### config.mk
export PLATFORM = sky130hd
export DESIGN_NAME = aging_priority_task_scheduler_flat
export DESIGN_NICKNAME = d
export VERILOG_FILES = /design/src/rtl/apts_pkg.sv /design/src/rtl/apts_if.sv /design/src/rtl/apts_ctrl.sv /design/src/rtl/apts_datapath.sv /design/src/rtl/aging_priority_task_scheduler.sv /design/src/flat_wrapper.sv
export SDC_FILE = /design/constraint.sdc
export NUM_CORES = 2
export LEC_CHECK = 0
export BUFFER_PORTS_ARGS = -buffer_cell sky130_fd_sc_hd__clkbuf_2
export CORE_UTILIZATION = 45
export CTS_CLUSTER_SIZE = 25
export DETAILED_ROUTE_END_ITERATION = 16
export PLACE_DENSITY = 0.65
export SLEW_MARGIN = 0
export SYNTH_ARGS = -nofsm -noshare
export SYNTH_HDL_FRONTEND = slang
export SYNTH_HIERARCHICAL = 1
export SYNTH_SLANG_ARGS = --single-unit
### constraint.sdc
create_clock -name clk_i -period 8.05 [get_ports clk_i]
set_input_delay 2.415 -clock clk_i [delete_from_list [all_inputs] [get_ports clk_i]]
set_output_delay 2.415 -clock clk_i [all_outputs]
set_load 0.1 [all_outputs]
### src/rtl/apts_pkg.sv
// apts_pkg: shared types and constants of the aging priority task scheduler
`timescale 1ns / 1ps

package apts_pkg;

  localparam logic [15:0] NEW_TASK_PRIO = 16'd2;
  localparam logic [15:0] PRIO_MAX      = 16'hFFFF;
  localparam logic [15:0] SLOT0_PRIO    = 16'd1;

  typedef enum logic [2:0] {
    ACT_SCHEDULE   = 3'd0,
    ACT_CREATE     = 3'd1,
    ACT_KILL       = 3'd2,
    ACT_EXIT       = 3'd3,
    ACT_SET_PRIO   = 3'd4,
    ACT_READ_COUNT = 3'd5,
    ACT_READ_ID    = 3'd6
  } action_e;

  typedef enum logic [3:0] {
    ST_INIT,
    ST_IDLE,
    ST_DECODE,
    ST_AGE,
    ST_CLEAR,
    ST_KSCAN,
    ST_SHIFT,
    ST_RDCAP,
    ST_RUNRD,
    ST_OUT
  } state_e;

  typedef enum logic [1:0] {
    SCAN_NONE,
    SCAN_AGE,
    SCAN_KILL,
    SCAN_SHIFT
  } scan_e;

  typedef enum logic [1:0] {
    PTR_ZERO,
    PTR_ONE,
    PTR_RUN_NEXT,
    PTR_MATCH_NEXT
  } ptr_sel_e;

  typedef struct packed {
    logic     latch_req;
    logic     init_wr;
    logic     ptr_load;
    ptr_sel_e ptr_sel;
    scan_e    scan;
    logic     create_wr;
    logic     setp_wr;
    logic     clear_best;
    logic     read_idx;
    logic     read_run;
    logic     cap_rid;
    logic     set_ok;
    logic     shrink;
    logic     load_out;
  } cmd_t;

  typedef struct packed {
    action_e action;
    logic    cnt_zero;
    logic    cnt_full;
    logic    run_live;
    logic    idx_live;
    logic    scan_done;
    logic    match;
    logic    out_free;
  } status_t;

endpackage

### src/rtl/apts_if.sv
// apts_if: request and response channel interfaces of the task scheduler
`timescale 1ns / 1ps

interface apts_req_if;
  logic        valid;
  logic        ready;
  logic [2:0]  action;
  logic [15:0] task_id;
  logic [15:0] new_priority;
  logic [5:0]  slot_index;

  modport source (output valid, output action, output task_id, output new_priority,
                  output slot_index, input ready);
  modport sink (input valid, input action, input task_id, input new_priority,
                input slot_index, output ready);
endinterface

interface apts_rsp_if;
  logic        valid;
  logic        ready;
  logic        ok;
  logic [5:0]  running_slot;
  logic [15:0] running_id;
  logic        switched;
  logic [6:0]  task_count;
  logic [15:0] read_id;

  modport source (output valid, output ok, output running_slot, output running_id,
                  output switched, output task_count, output read_id, input ready);
  modport sink (input valid, input ok, input running_slot, input running_id,
                input switched, input task_count, input read_id, output ready);
endinterface

### src/rtl/apts_ctrl.sv
// apts_ctrl: sequencing state machine of the task scheduler
`timescale 1ns / 1ps

module apts_ctrl (
  input  logic              clk_i,
  input  logic              rst_ni,
  input  logic              req_valid_i,
  output logic              req_ready_o,
  input  apts_pkg::status_t status_i,
  output apts_pkg::cmd_t    cmd_o
);

  apts_pkg::state_e state_q, state_d;

  always_ff @(posedge clk_i or negedge rst_ni) begin
    if (!rst_ni) begin
      state_q <= apts_pkg::ST_INIT;
    end else begin
      state_q <= state_d;
    end
  end

  // next state
  always_comb begin
    state_d = state_q;
    case (state_q)
      apts_pkg::ST_INIT: state_d = apts_pkg::ST_IDLE;
      apts_pkg::ST_IDLE: begin
        if (req_valid_i) state_d = apts_pkg::ST_DECODE;
      end
      apts_pkg::ST_DECODE: begin
        case (status_i.action)
          apts_pkg::ACT_SCHEDULE: begin
            state_d = status_i.cnt_zero ? apts_pkg::ST_RUNRD : apts_pkg::ST_AGE;
          end
          apts_pkg::ACT_KILL: state_d = apts_pkg::ST_KSCAN;
          apts_pkg::ACT_EXIT: begin
            state_d = status_i.run_live ? apts_pkg::ST_SHIFT : apts_pkg::ST_RUNRD;
          end
          apts_pkg::ACT_READ_ID: begin
            state_d = status_i.idx_live ? apts_pkg::ST_RDCAP : apts_pkg::ST_RUNRD;
          end
          default: state_d = apts_pkg::ST_RUNRD;
        endcase
      end
      apts_pkg::ST_AGE: begin
        if (status_i.scan_done) state_d = apts_pkg::ST_CLEAR;
      end
      apts_pkg::ST_CLEAR: state_d = apts_pkg::ST_RUNRD;
      apts_pkg::ST_KSCAN: begin
        if (status_i.match) begin
          state_d = apts_pkg::ST_SHIFT;
        end else if (status_i.scan_done) begin
          state_d = apts_pkg::ST_RUNRD;
        end
      end
      apts_pkg::ST_SHIFT: begin
        if (status_i.scan_done) state_d = apts_pkg::ST_RUNRD;
      end
      apts_pkg::ST_RDCAP: state_d = apts_pkg::ST_RUNRD;
      apts_pkg::ST_RUNRD: state_d = apts_pkg::ST_OUT;
      apts_pkg::ST_OUT: begin
        if (status_i.out_free) state_d = apts_pkg::ST_IDLE;
      end
      default: state_d = apts_pkg::ST_INIT;
    endcase
  end

  // outputs
  always_comb begin
    cmd_o         = '0;
    cmd_o.ptr_sel = apts_pkg::PTR_ZERO;
    cmd_o.scan    = apts_pkg::SCAN_NONE;
    req_ready_o   = 1'b0;
    case (state_q)
      apts_pkg::ST_INIT: cmd_o.init_wr = 1'b1;
      apts_pkg::ST_IDLE: begin
        req_ready_o     = 1'b1;
        cmd_o.latch_req = req_valid_i;
      end
      apts_pkg::ST_DECODE: begin
        case (status_i.action)
          apts_pkg::ACT_SCHEDULE: begin
            cmd_o.ptr_load = !status_i.cnt_zero;
            cmd_o.ptr_sel  = apts_pkg::PTR_ZERO;
          end
          apts_pkg::ACT_CREATE: begin
            cmd_o.create_wr = !status_i.cnt_full;
            cmd_o.set_ok    = !status_i.cnt_full;
          end
          apts_pkg::ACT_KILL: begin
            cmd_o.ptr_load = 1'b1;
            cmd_o.ptr_sel  = apts_pkg::PTR_ONE;
          end
          apts_pkg::ACT_EXIT: begin
            cmd_o.ptr_load = status_i.run_live;
            cmd_o.ptr_sel  = apts_pkg::PTR_RUN_NEXT;
            cmd_o.set_ok   = status_i.run_live;
          end
          apts_pkg::ACT_SET_PRIO: begin
            cmd_o.setp_wr = status_i.run_live;
            cmd_o.set_ok  = status_i.run_live;
          end
          apts_pkg::ACT_READ_COUNT: cmd_o.set_ok = 1'b1;
          apts_pkg::ACT_READ_ID: begin
            cmd_o.read_idx = status_i.idx_live;
            cmd_o.set_ok   = status_i.idx_live;
          end
          default: ;
        endcase
      end
      apts_pkg::ST_AGE: cmd_o.scan = apts_pkg::SCAN_AGE;
      apts_pkg::ST_CLEAR: cmd_o.clear_best = 1'b1;
      apts_pkg::ST_KSCAN: begin
        cmd_o.scan = apts_pkg::SCAN_KILL;
        if (status_i.match) begin
          cmd_o.set_ok   = 1'b1;
          cmd_o.ptr_load = 1'b1;
          cmd_o.ptr_sel  = apts_pkg::PTR_MATCH_NEXT;
        end
      end
      apts_pkg::ST_SHIFT: begin
        cmd_o.scan   = apts_pkg::SCAN_SHIFT;
        cmd_o.shrink = status_i.scan_done;
      end
      apts_pkg::ST_RDCAP: cmd_o.cap_rid = 1'b1;
      apts_pkg::ST_RUNRD: cmd_o.read_run = 1'b1;
      apts_pkg::ST_OUT: cmd_o.load_out = status_i.out_free;
      default: ;
    endcase
  end

endmodule

### src/rtl/apts_datapath.sv
// apts_datapath: task tables, scan pointers and response register of the scheduler
`timescale 1ns / 1ps

module apts_datapath #(
  parameter int unsigned MAX_TASKS = 64
) (
  input  logic              clk_i,
  input  logic              rst_ni,
  input  logic [2:0]        req_action_i,
  input  logic [15:0]       req_task_id_i,
  input  logic [15:0]       req_new_priority_i,
  input  logic [5:0]        req_slot_index_i,
  output logic              rsp_valid_o,
  input  logic              rsp_ready_i,
  output logic              rsp_ok_o,
  output logic [5:0]        rsp_running_slot_o,
  output logic [15:0]       rsp_running_id_o,
  output logic              rsp_switched_o,
  output logic [6:0]        rsp_task_count_o,
  output logic [15:0]       rsp_read_id_o,
  input  apts_pkg::cmd_t    cmd_i,
  output apts_pkg::status_t status_o
);

  localparam int unsigned IW = $clog2(MAX_TASKS);
  localparam int unsigned CW = $clog2(MAX_TASKS + 1);

  logic [15:0] prio_mem [MAX_TASKS];
  logic [15:0] id_mem [MAX_TASKS];
  logic [15:0] prio_rd_q, id_rd_q;

  apts_pkg::action_e action_q;
  logic [15:0]       task_q, newp_q;
  logic [5:0]        idx_q;

  logic [CW-1:0] count_q, ptr_q, wptr_q;
  logic [IW-1:0] run_q, bidx_q;
  logic [15:0]   last_q, best_q;
  logic          pv_q, ok_q, sw_q, rsp_valid_q;
  logic [15:0]   rid_q;

  logic          issue, run_live, age_better;
  logic [15:0]   prio_inc;
  logic [31:0]   idx_wide, run_wide, count_wide;
  logic [IW-1:0] idx_addr, ptr_addr, wptr_addr, count_addr;

  logic          prio_we, prio_re, id_we, id_re;
  logic [IW-1:0] prio_waddr, id_waddr, id_raddr;
  logic [15:0]   prio_wdata, id_wdata;

  assign idx_wide   = 32'(idx_q);
  assign run_wide   = 32'(run_q);
  assign count_wide = 32'(count_q);
  assign idx_addr   = idx_wide[IW-1:0];
  assign ptr_addr   = ptr_q[IW-1:0];
  assign wptr_addr  = wptr_q[IW-1:0];
  assign count_addr = count_q[IW-1:0];

  assign issue      = ptr_q < count_q;
  assign run_live   = CW'(run_q) < count_q;
  assign prio_inc   = (prio_rd_q == apts_pkg::PRIO_MAX) ? prio_rd_q : prio_rd_q + 16'd1;
  // slot 0 always opens the running maximum, later slots must beat it strictly
  assign age_better = (wptr_q == '0) || (prio_rd_q > best_q);

  always_comb begin
    status_o.action    = action_q;
    status_o.cnt_zero  = count_q == '0;
    status_o.cnt_full  = count_q >= CW'(MAX_TASKS);
    status_o.run_live  = run_live;
    status_o.idx_live  = idx_wide < count_wide;
    status_o.scan_done = !issue && !pv_q;
    status_o.match     = pv_q && (id_rd_q == task_q);
    status_o.out_free  = !rsp_valid_q || rsp_ready_i;
  end

  // priority table write port
  always_comb begin
    prio_we    = 1'b1;
    prio_waddr = wptr_addr;
    prio_wdata = prio_rd_q;
    if (cmd_i.init_wr) begin
      prio_waddr = '0;
      prio_wdata = apts_pkg::SLOT0_PRIO;
    end else if (cmd_i.create_wr) begin
      prio_waddr = count_addr;
      prio_wdata = apts_pkg::NEW_TASK_PRIO;
    end else if (cmd_i.setp_wr) begin
      prio_waddr = run_q;
      prio_wdata = newp_q;
    end else if (cmd_i.clear_best) begin
      prio_waddr = bidx_q;
      prio_wdata = '0;
    end else if (cmd_i.scan == apts_pkg::SCAN_AGE && pv_q) begin
      prio_wdata = prio_inc;
    end else if (cmd_i.scan == apts_pkg::SCAN_SHIFT && pv_q) begin
      prio_wdata = prio_rd_q;
    end else begin
      prio_we = 1'b0;
    end
  end

  // id table write port
  always_comb begin
    id_we    = 1'b1;
    id_waddr = wptr_addr;
    id_wdata = id_rd_q;
    if (cmd_i.init_wr) begin
      id_waddr = '0;
      id_wdata = '0;
    end else if (cmd_i.create_wr) begin
      id_waddr = count_addr;
      id_wdata = last_q + 16'd1;
    end else if (!(cmd_i.scan == apts_pkg::SCAN_SHIFT && pv_q)) begin
      id_we = 1'b0;
    end
  end

  assign prio_re = (cmd_i.scan == apts_pkg::SCAN_AGE || cmd_i.scan == apts_pkg::SCAN_SHIFT)
                   && issue;

  always_comb begin
    id_raddr = ptr_addr;
    id_re    = (cmd_i.scan == apts_pkg::SCAN_KILL || cmd_i.scan == apts_pkg::SCAN_SHIFT)
               && issue;
    if (cmd_i.read_idx) begin
      id_raddr = idx_addr;
      id_re    = 1'b1;
    end else if (cmd_i.read_run) begin
      id_raddr = run_q;
      id_re    = 1'b1;
    end
  end

  always_ff @(posedge clk_i) begin
    if (prio_we) prio_mem[prio_waddr] <= prio_wdata;
    if (prio_re) prio_rd_q <= prio_mem[ptr_addr];
  end

  always_ff @(posedge clk_i) begin
    if (id_we) id_mem[id_waddr] <= id_wdata;
    if (id_re) id_rd_q <= id_mem[id_raddr];
  end

  // control state
  always_ff @(posedge clk_i or negedge rst_ni) begin
    if (!rst_ni) begin
      count_q     <= CW'(1);
      run_q       <= '0;
      last_q      <= '0;
      ptr_q       <= '0;
      wptr_q      <= '0;
      pv_q        <= 1'b0;
      rsp_valid_q <= 1'b0;
    end else begin
      if (cmd_i.ptr_load) begin
        pv_q <= 1'b0;
        case (cmd_i.ptr_sel)
          apts_pkg::PTR_ZERO:       ptr_q <= '0;
          apts_pkg::PTR_ONE:        ptr_q <= CW'(1);
          apts_pkg::PTR_RUN_NEXT:   ptr_q <= CW'(run_q) + CW'(1);
          apts_pkg::PTR_MATCH_NEXT: ptr_q <= wptr_q + CW'(1);
          default:                  ptr_q <= '0;
        endcase
      end else if (cmd_i.scan != apts_pkg::SCAN_NONE && issue) begin
        ptr_q  <= ptr_q + CW'(1);
        pv_q   <= 1'b1;
        // a shift reads slot i+1 and writes it back into slot i
        wptr_q <= (cmd_i.scan == apts_pkg::SCAN_SHIFT) ? ptr_q - CW'(1) : ptr_q;
      end else begin
        pv_q <= 1'b0;
      end

      if (cmd_i.create_wr) begin
        count_q <= count_q + CW'(1);
        last_q  <= last_q + 16'd1;
      end else if (cmd_i.shrink) begin
        count_q <= count_q - CW'(1);
        run_q   <= '0;
      end else if (cmd_i.clear_best) begin
        run_q <= bidx_q;
      end

      if (cmd_i.load_out) begin
        rsp_valid_q <= 1'b1;
      end else if (rsp_ready_i) begin
        rsp_valid_q <= 1'b0;
      end
    end
  end

  // request and result payload
  always_ff @(posedge clk_i) begin
    if (cmd_i.latch_req) begin
      action_q <= apts_pkg::action_e'(req_action_i);
      task_q   <= req_task_id_i;
      newp_q   <= req_new_priority_i;
      idx_q    <= req_slot_index_i;
      ok_q     <= 1'b0;
      sw_q     <= 1'b0;
      rid_q    <= '0;
    end
    if (cmd_i.set_ok) ok_q <= 1'b1;
    if (cmd_i.clear_best) begin
      ok_q <= 1'b1;
      sw_q <= bidx_q != '0;
    end
    if (cmd_i.cap_rid) rid_q <= id_rd_q;
    if (cmd_i.scan == apts_pkg::SCAN_AGE && pv_q && age_better) begin
      best_q <= prio_rd_q;
      bidx_q <= wptr_addr;
    end
    if (cmd_i.load_out) begin
      rsp_ok_o           <= ok_q;
      rsp_running_slot_o <= run_wide[5:0];
      rsp_running_id_o   <= run_live ? id_rd_q : 16'd0;
      rsp_switched_o     <= sw_q;
      rsp_task_count_o   <= count_wide[6:0];
      rsp_read_id_o      <= rid_q;
    end
  end

  assign rsp_valid_o = rsp_valid_q;

endmodule

### src/rtl/aging_priority_task_scheduler.sv
// Aging priority task scheduler: top level joining controller and datapath
//
// Usage:
//   req_i carries one request (action, task_id, new_priority, slot_index);
//   it is taken when valid and ready are both high. rsp_o returns exactly one
//   result per request, in order, holding it until ready is seen.
//   One request is worked on at a time; ready is high only while idle.
//   Work done per request:
//     schedule  one pass over the priority table (read, age, write back)
//     kill      id scan up to the match, then compaction above it
//     exit      compaction above the running slot
//   The table walks are bound by the single read and write port of each
//   table memory, one slot per cycle.
//   A finished result waits in the response register while the next request
//   is taken; if the receiver stalls, the next result waits for the register.
//   Reset: one cycle after reset release slot 0 is written with its reset
//   contents (priority 1, id 0); requests are taken from then on.
`timescale 1ns / 1ps

module aging_priority_task_scheduler #(
  parameter int unsigned MAX_TASKS = 64
) (
  input  logic    clk_i,
  input  logic    rst_ni,
  apts_req_if.sink   req_i,
  apts_rsp_if.source rsp_o
);

  apts_pkg::cmd_t    cmd;
  apts_pkg::status_t status;

  apts_ctrl u_ctrl (
    .clk_i      (clk_i),
    .rst_ni     (rst_ni),
    .req_valid_i(req_i.valid),
    .req_ready_o(req_i.ready),
    .status_i   (status),
    .cmd_o      (cmd)
  );

  apts_datapath #(
    .MAX_TASKS(MAX_TASKS)
  ) u_datapath (
    .clk_i             (clk_i),
    .rst_ni            (rst_ni),
    .req_action_i      (req_i.action),
    .req_task_id_i     (req_i.task_id),
    .req_new_priority_i(req_i.new_priority),
    .req_slot_index_i  (req_i.slot_index),
    .rsp_valid_o       (rsp_o.valid),
    .rsp_ready_i       (rsp_o.ready),
    .rsp_ok_o          (rsp_o.ok),
    .rsp_running_slot_o(rsp_o.running_slot),
    .rsp_running_id_o  (rsp_o.running_id),
    .rsp_switched_o    (rsp_o.switched),
    .rsp_task_count_o  (rsp_o.task_count),
    .rsp_read_id_o     (rsp_o.read_id),
    .cmd_i             (cmd),
    .status_o          (status)
  );

endmodule

### src/flat_wrapper.sv
// flat-port wrapper written by rule: the top's interface ports become plain ports
module aging_priority_task_scheduler_flat 
#(
  parameter int unsigned MAX_TASKS = 64
)
  (clk_i, rst_ni, req_i_valid, req_i_action, req_i_task_id, req_i_new_priority, req_i_slot_index, req_i_ready, rsp_o_valid, rsp_o_ok, rsp_o_running_slot, rsp_o_running_id, rsp_o_switched, rsp_o_task_count, rsp_o_read_id, rsp_o_ready);
  apts_req_if req_i_i ();
  apts_rsp_if rsp_o_i ();
  input  logic clk_i;
  input  logic rst_ni;
  input wire logic [$bits(req_i_i.valid)-1:0] req_i_valid;
  input wire logic [$bits(req_i_i.action)-1:0] req_i_action;
  input wire logic [$bits(req_i_i.task_id)-1:0] req_i_task_id;
  input wire logic [$bits(req_i_i.new_priority)-1:0] req_i_new_priority;
  input wire logic [$bits(req_i_i.slot_index)-1:0] req_i_slot_index;
  output wire logic [$bits(req_i_i.ready)-1:0] req_i_ready;
  output wire logic [$bits(rsp_o_i.valid)-1:0] rsp_o_valid;
  output wire logic [$bits(rsp_o_i.ok)-1:0] rsp_o_ok;
  output wire logic [$bits(rsp_o_i.running_slot)-1:0] rsp_o_running_slot;
  output wire logic [$bits(rsp_o_i.running_id)-1:0] rsp_o_running_id;
  output wire logic [$bits(rsp_o_i.switched)-1:0] rsp_o_switched;
  output wire logic [$bits(rsp_o_i.task_count)-1:0] rsp_o_task_count;
  output wire logic [$bits(rsp_o_i.read_id)-1:0] rsp_o_read_id;
  input wire logic [$bits(rsp_o_i.ready)-1:0] rsp_o_ready;
  assign req_i_i.valid = req_i_valid;
  assign req_i_i.action = req_i_action;
  assign req_i_i.task_id = req_i_task_id;
  assign req_i_i.new_priority = req_i_new_priority;
  assign req_i_i.slot_index = req_i_slot_index;
  assign req_i_ready = req_i_i.ready;
  assign rsp_o_valid = rsp_o_i.valid;
  assign rsp_o_ok = rsp_o_i.ok;
  assign rsp_o_running_slot = rsp_o_i.running_slot;
  assign rsp_o_running_id = rsp_o_i.running_id;
  assign rsp_o_switched = rsp_o_i.switched;
  assign rsp_o_task_count = rsp_o_i.task_count;
  assign rsp_o_read_id = rsp_o_i.read_id;
  assign rsp_o_i.ready = rsp_o_ready;
  aging_priority_task_scheduler #(.MAX_TASKS(MAX_TASKS)) u_core (.clk_i(clk_i), .rst_ni(rst_ni), .req_i(req_i_i), .rsp_o(rsp_o_i));
endmodule
# After elaboration in Yosys (flattened, before gate mapping)
# Memory sizes are Yosys's and may differ from the RTL's. A register that Yosys moved wholly into a read port is not among the register bits.
# Cells that the tools add are included.
# Widths: inputs -> output; s select.
# totals
wordCells	178
mem_bits_rw	2048
ff_bits	177
memories	2
# mem_list
name	depth	width	read_ports	rd_ports_with_merged_regs	write_ports	line	rtl
u_core.u_datapath.id_mem	64	16	1	1	1	apts_datapath.sv:29	logic [15:0] id_mem [MAX_TASKS];
u_core.u_datapath.prio_mem	64	16	1	1	1	apts_datapath.sv:28	logic [15:0] prio_mem [MAX_TASKS];
# op_classes
addsub	8
n_bitwise	2
reduce_logical	36
order_cmp	5
mux	76
eq_ne	26
# op_table
operator	n
$mux 16	10
$mux 6	10
$pmux 4 s9	1
$mux 7	5
$mux 1	33
$add 16x1->16 const B	2
$mux 4	8
$pmux 7 s4	1
$add 7x1->7 const B	3
$eq 16x16->1	1
$eq 16x16->1 const B	1
$eq 4x3->1 const B	4
$gt 16x16->1	1
$pmux 4 s4	1
$logic_not 7->1	2
$lt 6x7->1	2
$reduce_bool 2->1	7
$sub 7x1->7 const B	2
$eq 3x3->1 const B	3
$pmux 3 s3	1
$eq 2x2->1 const B	4
$eq 4x2->1 const B	2
$eq 4x4->1 const B	2
$logic_and 1x1->1	8
24 further kinds	39

# Logic depth before layout (Yosys ltp)
# depth
ltp_word	12
ltp_mapped	21

# Modules after synthesis
# The synthesis kept the hierarchy.
# by_module_without_submodules
mod	area_each_um2	seq_area_each_um2	cells_each	n_inst
apts_datapath	89826.2	67420.9	4562	1
apts_ctrl	626.9	100.1	93	1

# Least setup slack after synthesis
# OpenSTA, ideal clock, no wires.
# synth_timing
path_kind	reg-to-reg
start	register u_core.u_ctrl.state_q[0]
end	memory u_core.u_datapath.id_mem[0][5] (data pin)
path_stages_with_launch	11
required_time_ns	7.282
t_arrival_ns	5.355
synth_period_minus_slack_ns	6.123
slack_ns	1.927
cell_sequence	dfrtp_1 nand2b_1 nor3_2 nand2b_1 nor4b_2 clkbuf_1 clkbuf_1 clkbuf_1 clkbuf_1 nor2_1 a311oi_1
# synth_lines
item	line	rtl
start: declaration	apts_ctrl.sv:13	apts_pkg::state_e state_q, state_d;
start signal: assignment	apts_ctrl.sv:17	state_q <= apts_pkg::ST_INIT;
start signal: assignment	apts_ctrl.sv:19	state_q <= state_d;
end: declaration	apts_datapath.sv:29	

==> results.md <==
- Status: completed
- Dpl hpwl: approximately 130000 microns
- Gr usage total: 21.2%
- Number of flops mapped to enable cells by yosys: 2207
- Worst Path Buf+Inv: 4
- Pwr per Cell Area: about 370 nW/um^2
- Drt first-iter violations: 4830
- First-pass GRT wire length: between 300000 and 400000 microns
- Main flop type after synthesis: edfxtp_1
- TritonCTS Buffers: 215
- Post-Synthesis Cells: ~4700
- Post-synth top cells: 2207 x edfxtp_1, 784 x mux2i_1, 332 x mux4_2
- Critical path's largest stage delay: approximately 0.80 ns
- CP arrival: between 6 and 7 ns
- Worst VDD drop: around 0.33 mV
- Antenna violations before repair: 3
- Total Power: 37.7 mW
- Layout filler cell count: about 16000
- Tmin final: about 6.3 ns
- WL final: 217000 microns
- Clk pin slew, worst setup/hold paths: 0.06 ns
- Routability cong.: about 0.87
- Warnings, synthesis: 6
- CTS max path bufs: 3
- RSZ-0062 raised after global routing: no
- Critical path's slowest cell: buf_4
- CP Launch Type: register
- Grt ovf: 0
- Cell with the most instances after synthesis: edfxtp_1
- DRT Pass-1 Iters: 6
- Max Clock Skew: 0.0296 ns
- Core ar.: roughly 200000 sq um
- ANT nets after route: 0
- Die Ht: about 450 microns
- Most used cell, CP: a21o_1
- Clk Latency, worst-skew pair: between 0.8 and 0.9 ns
- # clock sinks: about 2300
- Cell Rows: between 150 and 200
- Final instance area: approximately 100000 sq um
- Root buf cell: clkbuf_16
- MaxCap Viol Count: 0
- Chain of cells forming the critical path: inv_1 > ha_1 > a21o_1 > a21o_1 > a21o_1 > a21oi_1 > nor2b_1 > o21ai_0 > nand2_1 > or2_0 > nor4_2 > buf_4 > nand2_1 > o21ai_4 > buf_12 > buf_4 > mux2i_1 > mux2i_1 > a22oi_1 > nand4_1 > mux2_2
- Setup crit end kind: register
- Min-delay worst type: reg2reg
- Slew Limit Fails: 0
- Asr flop ratio synth: under 10%
- Sequential share of the synthesized area: between 70% and 80%
- Drt drc: 0
- TritonCTS clock tree: done
- CTS Hold Bufs: 0
- Final Hold Fails: 0
- CTS resizes: 0
- Worst EP required: approximately 8.6 ns
- Fin crit share: between 70% and 80%
- WL per Instance: between 20 and 30 microns
- WS Path Type: reg2reg
- Final setup fails: 0
- Nets: between 5000 and 6000
- Post-Syn Nets: between 4000 and 5000
- Syn Area/Cell: roughly 19 sq um
- CP max FO: between 50 and 60
- Die span in x: around 450 microns
- Yosys top cell area share: about 73%
- Area after DPL: 95200 sq um
- Leakage: around 33 nW
- Vias in the first global route: roughly 45000
- Die Area: roughly 200000 sq um
- Crit-path leading delay family: buffers and inverters
- Boundary pin count: 94
- Number of synthesized register bits: approximately 2300
- Via count: roughly 45000
- Htree depth: 4
- Area contributors post-synth: edfxtp_1 73%, mux2i_1 8.7%, mux4_2 8.3%
- Synth unique cells: 67
- Max Clock Freq: roughly 0.16 GHz
- Largest net degree at the start of global routing: about 150
- Avg Vias per Cell: around 6
- Area leader, netlist: edfxtp_1
- PortBufs: 93
- Setup tns final: 0 ns
- Synth-to-layout area growth: 12.8%
- Max-slew headroom: about an eighth
- Share of layout cells above drive strength 1: approximately a fifth
- Worst slew pin tran: roughly 1.3 ns
- Area of the mapped netlist: between 90000 and 100000 sq um
- # Post-CTS Setup Buffers: 0
- Initial Util: between 40% and 50%
-- path summary, 6_finish.rpt --
kind	start	endpoint	slack, ns	depth (start not counted)
setup / recovery	u_core/u_datapath/count_q[1]$_DFFE_PN0P_	u_core/u_datapath/id_rd_q[0]$_DFFE_PP_	1.76	21
hold / removal	u_core/u_datapath/rid_q[5]$_SDFFCE_PN0P_	u_core/u_datapath/rsp_read_id_o[5]$_DFFE_PP_	0.42	0
setup reg to reg	u_core/u_datapath/count_q[1]$_DFFE_PN0P_	u_core/u_datapath/id_rd_q[0]$_DFFE_PP_	1.76	21
hold reg to reg	u_core/u_datapath/rid_q[5]$_SDFFCE_PN0P_	u_core/u_datapath/rsp_read_id_o[5]$_DFFE_PP_	0.42	0
max in group asynchronous	rst_ni	u_core/u_datapath/ptr_q[0]$_DFFE_PN0P_	5.63	2
min in group asynchronous	rst_ni	u_core/u_datapath/last_q[15]$_DFFE_PN0P_	1.73	2
-- report_power, final --
part | switching (mW) | total (mW) | internal (mW) | leakage (nW)
clock network | 4.32 | 9.85 | 5.53 | 3.34
registers | 0.524 | 15.9 | 15.4 | 20.7
logic | 7.71 | 11.9 | 4.20 | 9.31
total | 12.6 | 37.7 | 25.1 | 33.3
-- routing by layer --
| metal | vias up | GRT usage, % | part of all wire [%] |
|---|---|---|---|
| li1 | 19400 | - | - |
| met1 | 24000 | 29.2 | 41 |
| met2 | 1641 | 35.2 | 50 |
| met3 | 296 | 3.36 | 6.6 |
| met4 | 0 | 5.68 | 2.5 |
| met5 | - | 0 | 0 |
-- cell type report --
type | count | area, sq um | share of cell area (%)
repair buffers | 295 | 2070 | 2.03
inverters | 42 | 160 | 0.157
clock buffers | 278 | 5720 | 5.61
multi-input cells | 2115 | 22100 | 21.7
flip-flops and latches | 2257 | 67500 | 66.2
clock inverters | 117 | 1110 | 1.08
diodes | 4 | 10.0 | 0.00981
well taps | 2656 | 3320 | 3.26
-- cell families after synthesis --
group | count (synthesis) | share of synthesized area, %
flops | 2257 | 74.6
mux | 1140 | 17.2
simple gates | 522 | 2.74
compound gates | 335 | 2.58
buf+inv | 283 | 1.46
xor+xnor | 75 | 0.726
fa+ha+maj | 43 | 0.603
-- cells in the final DEF, fill, tap and decap left out, drive strengths merged, types with 5 or more instances in the layout --
cell      instances
bufinv           16
and3             20
nor2            188
a21oi            43
nand4            60
inv              49
ha               42
nor3             27
xnor2            44
a211oi           19
edfxtp         2207
o21a              9
a31oi             5
nor3b             7
a22o             10
a211o             5
nor2b             9
mux2i           784
o211ai            5
a21boi           17
clkbuf          371
clkinv           87
xor2             31
mux4            332
clkinvlp          7
a21o             18
buf             202
nand2           115
a22oi           130
o21bai            5
dfrtp            48
nor4              8
mux2             24
o21ai            46
nand3            35
nand2b           14
and2             20
-- state kept, by name (all words and copies together), names as in the netlist, 3 cells and up --
name and count:
u_core/u_ctrl/state_q 4, u_core/u_datapath/action_q 3, u_core/u_datapath/best_q 16, u_core/u_datapath/bidx_q 6
u_core/u_datapath/count_q 7, u_core/u_datapath/id_mem 1024, u_core/u_datapath/id_rd_q 16, u_core/u_datapath/idx_addr 6
u_core/u_datapath/last_q 16, u_core/u_datapath/newp_q 16, u_core/u_datapath/prio_mem 1024, u_core/u_datapath/prio_rd_q 16
u_core/u_datapath/ptr_q 7, u_core/u_datapath/rid_q 16, u_core/u_datapath/rsp_read_id_o 16, u_core/u_datapath/rsp_running_id_o 16
u_core/u_datapath/rsp_running_slot_o 6, u_core/u_datapath/rsp_task_count_o 7, u_core/u_datapath/run_q 6, u_core/u_datapath/task_q 16
u_core/u_datapath/wptr_q 7
-- through the flow --
step / cells / hold slack (ns) / util, % / setup WS, ns
CTS: 7760 / 0.420 / 51.1 / 1.86
global placement: 7365 / 0.402 / 47.7 / 1.78
detailed placement: 7365 / 0.405 / 47.7 / 1.89
finish: 7764 / 0.420 / 51.1 / 1.76
floorplan: 4655 / 0.400 / - / 1.93
global route: 7762 / 0.430 / 51.1 / 1.53
(Power assumes the default switching activity.)
